[config.mk]
export PLATFORM = sky130hd
export DESIGN_NAME = braille_cell_servo_pwm_unit
export DESIGN_NICKNAME = d
export VERILOG_FILES = /design/src/rtl/core/brl_pkg.sv /design/src/rtl/core/brl_pulse_calc.sv /design/src/rtl/core/braille_cell_servo_pwm_unit.sv
export SDC_FILE = /design/constraint.sdc
export NUM_CORES = 1
export LEC_CHECK = 0
export ABC_AREA = 0
export BUFFER_PORTS_ARGS = -buffer_cell sky130_fd_sc_hd__buf_2
export CORE_ASPECT_RATIO = 0.9
export CORE_MARGIN = 2
export CORE_UTILIZATION = 65
export DETAILED_ROUTE_END_ITERATION = 10
export PLACE_DENSITY = 0.89
export SYNTH_ARGS = -nofsm -noshare
export SYNTH_HDL_FRONTEND = slang
export SYNTH_SLANG_ARGS = --single-unit
[constraint.sdc]
create_clock -name clock -period 7.8 [get_ports clock]
set_clock_uncertainty 0.05 [all_clocks]
set_input_delay 0 -clock clock [delete_from_list [all_inputs] [get_ports clock]]
set_output_delay 0 -clock clock [all_outputs]
set_load 0.1 [all_outputs]
[src/rtl/core/brl_pkg.sv]
// ----------------------------------------------------------------------------
// brl_pkg
// Shared types, register indexes and constants of the Braille cell servo unit.
// ----------------------------------------------------------------------------
package brl_pkg;

   // Configuration register indexes
   typedef enum logic [1:0] {
      CSR_PULSE_MIN    = 2'd0,
      CSR_PULSE_MAX    = 2'd1,
      CSR_FRAME_PERIOD = 2'd2,
      CSR_RAISED_ANGLE = 2'd3
   } csr_index_type;

   // Item kinds
   typedef enum logic {
      KIND_TICK = 1'b0,
      KIND_LOAD = 1'b1
   } item_kind_type;

   localparam logic [15:0] PULSE_MIN_RST    = 16'd600;
   localparam logic [15:0] PULSE_MAX_RST    = 16'd2400;
   localparam logic [15:0] FRAME_PERIOD_RST = 16'd20000;
   localparam logic [7:0]  RAISED_ANGLE_RST = 8'd90;

   localparam logic [7:0]  ANGLE_FULL = 8'd180;

   // floor(p / 180) == (p * RECIP_180) >> RECIP_SHIFT for p below 2^24
   localparam logic [24:0] RECIP_180   = 25'd23860930;
   localparam int unsigned RECIP_SHIFT = 32;

   localparam int unsigned DOT_COUNT    = 6;
   localparam int unsigned LETTER_COUNT = 26;

   localparam logic [7:0] CHAR_UPPER_A = 8'h41;
   localparam logic [7:0] CHAR_UPPER_Z = 8'h5A;
   localparam logic [7:0] CHAR_LOWER_A = 8'h61;
   localparam logic [7:0] CHAR_LOWER_Z = 8'h7A;
   localparam logic [7:0] CASE_OFFSET  = 8'h20;

   localparam logic [5:0] LETTER_DOTS [LETTER_COUNT] = '{
      6'h01, 6'h03, 6'h09, 6'h19, 6'h11, 6'h0B, 6'h1B, 6'h13, 6'h0A, 6'h1A,
      6'h05, 6'h07, 6'h0D, 6'h1D, 6'h15, 6'h0F, 6'h1F, 6'h17, 6'h0E, 6'h1E,
      6'h25, 6'h27, 6'h3A, 6'h2D, 6'h3D, 6'h35
   };

   // Pulse widths after angle scaling and saturation at the frame period
   typedef struct packed {
      logic [15:0] lowered;
      logic [15:0] raised;
   } pulse_widths_type;

   // Character to dot pattern; non-letters give all dots down
   function automatic logic [5:0] char_to_dots(input logic [7:0] code);
      logic [7:0] folded;
      logic [7:0] offset;
      logic [5:0] dots;
      folded = code;
      if (code >= CHAR_UPPER_A && code <= CHAR_UPPER_Z) begin
         folded = code + CASE_OFFSET;
      end
      offset = folded - CHAR_LOWER_A;
      dots   = 6'd0;
      if (folded >= CHAR_LOWER_A && folded <= CHAR_LOWER_Z) begin
         dots = LETTER_DOTS[offset[4:0]];
      end
      return dots;
   endfunction

endpackage

[src/rtl/core/brl_pulse_calc.sv]
// ----------------------------------------------------------------------------
// brl_pulse_calc
// Free-running three-stage computation of the lowered and raised pulse widths.
// ----------------------------------------------------------------------------
module brl_pulse_calc (
   input  logic                      clock,
   input  logic [15:0]               pulse_min,
   input  logic [15:0]               pulse_max,
   input  logic [15:0]               frame_period,
   input  logic [7:0]                raised_angle,
   output brl_pkg::pulse_widths_type widths
);

   logic [15:0] span;
   logic [7:0]  angle;
   logic [23:0] product_ff;
   logic [23:0] product_in;
   logic [48:0] scaled;
   logic [15:0] quot_ff;
   logic [15:0] quot_in;
   logic [15:0] eff_period;
   logic [16:0] raised_sum;
   brl_pkg::pulse_widths_type widths_ff;
   brl_pkg::pulse_widths_type widths_in;

   // stage 1: span times angle
   always_comb begin
      span       = (pulse_max > pulse_min) ? (pulse_max - pulse_min) : 16'd0;
      angle      = (raised_angle > brl_pkg::ANGLE_FULL) ? brl_pkg::ANGLE_FULL : raised_angle;
      product_in = 24'(span) * 24'(angle);
   end

   // stage 2: divide by 180 through the reciprocal
   always_comb begin
      scaled  = 49'(product_ff) * 49'(brl_pkg::RECIP_180);
      quot_in = scaled[brl_pkg::RECIP_SHIFT +: 16];
   end

   // stage 3: add min, saturate at the effective period
   always_comb begin
      eff_period = (frame_period == 16'd0) ? 16'd1 : frame_period;
      raised_sum = 17'(pulse_min) + 17'(quot_ff);
      widths_in.raised  = (raised_sum > 17'(eff_period)) ? eff_period : raised_sum[15:0];
      widths_in.lowered = (pulse_min > eff_period) ? eff_period : pulse_min;
   end

   always_ff @(posedge clock) begin
      product_ff <= product_in;
      quot_ff    <= quot_in;
      widths_ff  <= widths_in;
   end

   assign widths = widths_ff;

endmodule

[src/rtl/core/braille_cell_servo_pwm_unit.sv]
// ----------------------------------------------------------------------------
// braille_cell_servo_pwm_unit
// Six servo PWM lines for one six-dot Braille cell, one item per microsecond.
// ----------------------------------------------------------------------------
//
//  channel | direction | handshake          | payload
//  --------+-----------+--------------------+---------------------------------------
//  req     | in        | req_valid/req_stall | req_kind, req_char_code
//  rsp     | out       | rsp_valid/rsp_stall | rsp_servo_lines, rsp_frame_start,
//          |           |                    | rsp_shown_pattern
//  csr     | in        | csr_write          | csr_index, csr_wdata
//
//  One item per cycle sustained while no result is held; every item's result
//  passes through the item stages into the result register.
//  The item stages match the pulse width unit (multiply, reciprocal multiply,
//  saturate), which settles once a register write reaches its width register.
//  Frame state is updated at the edge an item is accepted; the result
//  pipeline carries a snapshot of it.
//  A stalled result holds the whole pipeline and raises req_stall.
//  Synchronous reset restores register defaults and clears frame state and valid bits.
//
module braille_cell_servo_pwm_unit (
   input  logic        clock,
   input  logic        reset,
   // item input
   input  logic        req_valid,
   output logic        req_stall,
   input  logic        req_kind,
   input  logic [7:0]  req_char_code,
   // result output
   output logic        rsp_valid,
   input  logic        rsp_stall,
   output logic [5:0]  rsp_servo_lines,
   output logic        rsp_frame_start,
   output logic [5:0]  rsp_shown_pattern,
   // configuration
   input  logic        csr_write,
   input  logic [1:0]  csr_index,
   input  logic [15:0] csr_wdata
);

   // item stages ahead of the result register; matches pulse calc latency
   localparam int unsigned STAGES = 3;

   // ---------------------------------------------------------------- config
   logic [15:0] pulse_min_ff;
   logic [15:0] pulse_max_ff;
   logic [15:0] frame_period_ff;
   logic [7:0]  raised_angle_ff;

   always_ff @(posedge clock) begin
      if (reset) begin
         pulse_min_ff    <= brl_pkg::PULSE_MIN_RST;
         pulse_max_ff    <= brl_pkg::PULSE_MAX_RST;
         frame_period_ff <= brl_pkg::FRAME_PERIOD_RST;
         raised_angle_ff <= brl_pkg::RAISED_ANGLE_RST;
      end else if (csr_write) begin
         case (brl_pkg::csr_index_type'(csr_index))
            brl_pkg::CSR_PULSE_MIN:    pulse_min_ff    <= csr_wdata;
            brl_pkg::CSR_PULSE_MAX:    pulse_max_ff    <= csr_wdata;
            brl_pkg::CSR_FRAME_PERIOD: frame_period_ff <= csr_wdata;
            brl_pkg::CSR_RAISED_ANGLE: raised_angle_ff <= csr_wdata[7:0];
            default: ;
         endcase
      end
   end

   brl_pkg::pulse_widths_type widths;

   brl_pulse_calc u_pulse_calc (
      .clock        (clock),
      .pulse_min    (pulse_min_ff),
      .pulse_max    (pulse_max_ff),
      .frame_period (frame_period_ff),
      .raised_angle (raised_angle_ff),
      .widths       (widths)
   );

   // ---------------------------------------------------------------- frame state
   logic        advance;
   logic        accept;
   logic        is_tick;
   logic [15:0] frame_count_ff, frame_count_in;
   logic [5:0]  active_ff, active_in;
   logic [5:0]  pending_ff, pending_in;
   logic        start_now;
   logic [16:0] count_plus;
   logic [16:0] eff_period;

   // whole pipeline moves unless a finished result is held
   assign advance   = !rsp_valid || !rsp_stall;
   assign req_stall = !advance;
   assign accept    = req_valid && advance;
   assign is_tick   = (brl_pkg::item_kind_type'(req_kind) == brl_pkg::KIND_TICK);

   always_comb begin
      frame_count_in = frame_count_ff;
      active_in      = active_ff;
      pending_in     = pending_ff;
      start_now      = 1'b0;
      count_plus     = 17'(frame_count_ff) + 17'd1;
      eff_period     = (frame_period_ff == 16'd0) ? 17'd1 : 17'(frame_period_ff);
      if (is_tick) begin
         if (frame_count_ff == 16'd0) begin
            start_now = 1'b1;
            active_in = pending_ff;
         end
         // a shrunken period returns the counter to zero here
         frame_count_in = (count_plus >= eff_period) ? 16'd0 : count_plus[15:0];
      end else begin
         pending_in = brl_pkg::char_to_dots(req_char_code);
      end
   end

   always_ff @(posedge clock) begin
      if (reset) begin
         frame_count_ff <= 16'd0;
         active_ff      <= 6'd0;
         pending_ff     <= 6'd0;
      end else if (accept) begin
         frame_count_ff <= frame_count_in;
         active_ff      <= active_in;
         pending_ff     <= pending_in;
      end
   end

   // ---------------------------------------------------------------- item pipeline
   // snapshot: counter before the update, pattern after it
   logic        stage_valid_ff [STAGES];
   logic [15:0] stage_count_ff [STAGES];
   logic [5:0]  stage_pattern_ff [STAGES];
   logic        stage_start_ff [STAGES];

   always_ff @(posedge clock) begin
      if (reset) begin
         for (int k = 0; k < STAGES; k++) begin
            stage_valid_ff[k] <= 1'b0;
         end
      end else if (advance) begin
         stage_valid_ff[0] <= req_valid;
         for (int k = 1; k < STAGES; k++) begin
            stage_valid_ff[k] <= stage_valid_ff[k-1];
         end
      end
   end

   always_ff @(posedge clock) begin
      if (advance) begin
         stage_count_ff[0]   <= frame_count_ff;
         stage_pattern_ff[0] <= active_in;
         stage_start_ff[0]   <= start_now;
         for (int k = 1; k < STAGES; k++) begin
            stage_count_ff[k]   <= stage_count_ff[k-1];
            stage_pattern_ff[k] <= stage_pattern_ff[k-1];
            stage_start_ff[k]   <= stage_start_ff[k-1];
         end
      end
   end

   // ---------------------------------------------------------------- result
   logic       rsp_valid_ff;
   logic [5:0] lines_ff, lines_in;
   logic [5:0] shown_ff;
   logic       start_ff;

   // each line is high while the counter is below its dot's width
   always_comb begin
      for (int i = 0; i < brl_pkg::DOT_COUNT; i++) begin
         lines_in[i] = stage_pattern_ff[STAGES-1][i] ?
                       (stage_count_ff[STAGES-1] < widths.raised) :
                       (stage_count_ff[STAGES-1] < widths.lowered);
      end
   end

   always_ff @(posedge clock) begin
      if (reset) begin
         rsp_valid_ff <= 1'b0;
      end else if (advance) begin
         rsp_valid_ff <= stage_valid_ff[STAGES-1];
      end
   end

   always_ff @(posedge clock) begin
      if (advance) begin
         lines_ff <= lines_in;
         shown_ff <= stage_pattern_ff[STAGES-1];
         start_ff <= stage_start_ff[STAGES-1];
      end
   end

   assign rsp_valid         = rsp_valid_ff;
   assign rsp_servo_lines   = lines_ff;
   assign rsp_frame_start   = start_ff;
   assign rsp_shown_pattern = shown_ff;

   // ---------------------------------------------------------------- checks
   // a tick either steps the counter by one or wraps it to zero
   a_tick_step: assert property (@(posedge clock) disable iff (reset)
      accept && is_tick |=>
         (frame_count_ff == 16'd0) || (frame_count_ff == $past(frame_count_ff) + 16'd1))
      else $error("frame counter took an illegal step");

   // a load never moves time or the driven pattern
   a_load_holds: assert property (@(posedge clock) disable iff (reset)
      accept && !is_tick |=> $stable(frame_count_ff) && $stable(active_ff))
      else $error("load item disturbed frame state");

   // a held result freezes the item pipeline
   a_hold_pipe: assert property (@(posedge clock) disable iff (reset)
      rsp_valid && rsp_stall |=>
         $stable(stage_valid_ff[STAGES-1]) && $stable(stage_count_ff[STAGES-1]))
      else $error("pipeline moved under a held result");

   // a frame start in a result always shows a counter of zero
   a_start_zero: assert property (@(posedge clock) disable iff (reset)
      stage_valid_ff[STAGES-1] && stage_start_ff[STAGES-1] |->
         stage_count_ff[STAGES-1] == 16'd0)
      else $error("frame start with nonzero count");

endmodule

==> impl_results.md <==
* Clock buffer depth at 3
* Fin crit period at 7.47 ns
* First-pass GRT wire length at 95000 µm
* Min-delay worst type: primary input to flop
* Cell row count at between 60 and 70
* Worst-margin pin slew at around 1.1 ns
* GRT Util Overall at 0.321
* First DRT Iteration DRCs at 1475
* Worst-case hold slack at about 0.027 ns
* Cell variety after synth at 73
* Crit path max-delay family: adder cells
* Setup crit start: pulse_max_ff[0]
* Clock transition at path regs at around 0.07 ns
* Detailed Route WL at 59600 µm
* Clk root buf: clkbuf_16
* Sequential area share after synthesis at 0.241
* Worst Setup End Kind: flop
* Largest net degree at the start of global routing at 87
* Most frequent CP cell: fa_1
* CP Data Arrival Time at 7.84 ns
* CP max stage cell: fa_1
* CP required at between 8 and 9 ns
* Number of routed nets with antenna violations at 0
* Achievable Freq at 134 MHz
* Remaining global-route overflow at 0
* Fin util at 0.712
* Slew Viols, Final at 0
* Setup WS pre-CTS at 0.0517 ns
* Die Wd at between 200 and 250 µm
* Syn_nets at approximately 3100
* Core box area at 35900 µm²
* Via density at 5.91
* Final Cycle Share at 0.958
* Synth async-reset ratio at 0
* Register bit count reported by yosys at 242
* H-tree levels at 1
* Final hold viol count at 0
* GPL Wtd Cong at 1.00
* CTS tree: done
* Layout overhead on the synthesized area at 8.47%
* CP Buf/Inv Count at 4
* Final Setup Violations at 0
* DRC errors left at 0
* Ys flop type: dfxtp_1
* Clk_lat worst skew at 0.55 ns
* Mapped Area at 23600 µm²
* Worst slew margin at 0.284
* Crit Path Class: flop to flop
* Syn Area/Cell at 9.72 µm²
* Drt wl/cell at ~20 µm
* Cts bufs inserted at 26
* Die Span Y at between 150 and 200 µm
* Setup TNS Final at 0 ns
* Starting Density at 0.657
* IO Count at between 40 and 50
* Synthesized instance count at 2427
* EDFF count, synth at 85
* Worst Hold Launch: req_kind
* Vias at between 15000 and 20000
* Critical Path Start Type: flop
* Crit Reg-Reg Startpoint: pulse_max_ff[0]
* Status: completed
* DP Wirelength at 47000 µm
* Worst-path fanout max at 7
* Vias in the first global route at around 18000
* Warnings, synthesis at 0
* Port Buffer Count at 46
* Drt pass-1 iters at 6
* Max-Cap Viols at 0
* Initial antenna violation count at 1
* CTS Sinks at 242
* Layout cell share with drive strength beyond 1 at 0.0671
* PnR worst setup slack at 0.325 ns
* Crit path largest cell delay at 0.57 ns
* Die area at 37800 µm²
* Nets at 3181
## synth_stat cells, types with 5 or more instances
cell,count,area share
a211oi_1,11,0.0035
fa_1,260,0.22
nor4_1,10,0.0027
clkbuf_1,41,0.0065
nor2_1,199,0.032
dfxtp_1,157,0.13
nand4_1,26,0.0069
nor2b_1,22,0.0058
and3_1,8,0.0021
o21a_1,10,0.0032
o21ai_0,48,0.010
a31oi_1,10,0.0027
a211o_1,9,0.0033
nand2_1,183,0.029
mux2_2,18,0.0086
or2_2,7,0.0019
inv_1,466,0.074
mux2i_1,28,0.012
nor3b_1,11,0.0035
edfxtp_1,85,0.11
nand2b_1,25,0.0066
nand3_1,34,0.0072
xnor2_1,57,0.021
buf_2,5,0.0011
nor4b_1,5,0.0019
a21oi_1,114,0.024
nor3_1,19,0.0040
a21o_1,43,0.014
nand3b_1,17,0.0054
or3_1,12,0.0032
ha_1,389,0.21
xor2_1,15,0.0056
a22oi_1,6,0.0019
## metal layers
metal | track usage | vias to the layer above | wire length [µm]
met4 | 0.0907 | 2 | 1720
met5 | 0 | - | 13
met3 | 0.0465 | 134 | 4870
li1 | - | 8106 | -
met1 | 0.430 | 8629 | 24600
met2 | 0.545 | 827 | 28300
## state kept, by name, indices dropped and copies added (netlist names)
register	flops
rsp_servo_lines	6
u_pulse_calc.widths	32
rsp_valid	1
u_pulse_calc.quot_ff	16
active_ff	6
frame_period_ff	16
stage_valid_ff	3
stage_start_ff	3
rsp_shown_pattern	6
frame_count_ff	16
pulse_min_ff	16
pulse_max_ff	16
pending_ff	6
rsp_frame_start	1
raised_angle_ff	8
stage_pattern_ff	18
stage_count_ff	48
u_pulse_calc.product_ff	24
## cells in the final DEF (no fill, tap or decap), drive strengths merged, types with 5 or more instances in the layout
cell type and n:
a211o 9, a211oi 12, a21o 43, a21oi 115
a22oi 6, a31oi 12, and2 5, and3 8
buf 69, clkbuf 30, clkinv 9, dfxtp 157
dlygate4sd3 26, edfxtp 85, fa 260, ha 389
inv 471, mux2 18, mux2i 28, nand2 186
nand2b 25, nand3 35, nand3b 17, nand4 26
nor2 199, nor2b 22, nor3 19, nor3b 11
nor4 10, nor4b 5, o21a 10, o21ai 51
or2 7, or3 12, xnor2 57, xor2 15
## cells by family after synthesis
logic type / after synthesis / share of synthesized area
mux: 46 / 0.0205
buf+inv: 516 / 0.0827
compound gates: 305 / 0.0836
simple gates: 597 / 0.118
flops: 242 / 0.241
xor+xnor: 72 / 0.0267
fa+ha+maj: 649 / 0.427
## final timing paths
kind / end / slack [ns] / cells after the start
min: pending_ff[2] / 0.03 / 4
max: u_pulse_calc.product_ff[23] / 0.33 / 30
min reg2reg: stage_pattern_ff[0][8] / 0.37 / 0
max reg2reg: u_pulse_calc.product_ff[23] / 0.33 / 30
## tightest hold or removal path, cell delays in order
cell and delay (ns):
buf_2 0.12, nand2_1 0.28, a21oi_1 0.12, nor2_1 0.08
## cell type report
cell class,instances,area [µm²]
Clock inverter,18,180
Antenna cell,1,2.50
Tap cell,476,596
Timing Repair Buffer,95,663
Multi-Input combinational cell,1669,16000
Sequential cell,242,5700
Inverter,466,1750
Fill cell,2495,10300
Clock buffer,30,687
## per-stage QoR
stage / std cells / cell area, µm²
final: 2997 / 25600
after global routing: 2996 / 25600
after CTS: 2993 / 25500
after detailed placement: 2919 / 24400
after global placement: 2919 / 24400
after floorplan: 2427 / 23600
## repair_timing
action                                 CTS  global route
setup buffers                            0             3
endpoints found under the hold margin   73             0
setup endpoints to repair                0             8
hold buffers                            26             0
gates resized for setup                  0            16
Power is not shown: default switching activity piles up to over one toggle a cycle in this logic, so the estimate is an artifact.
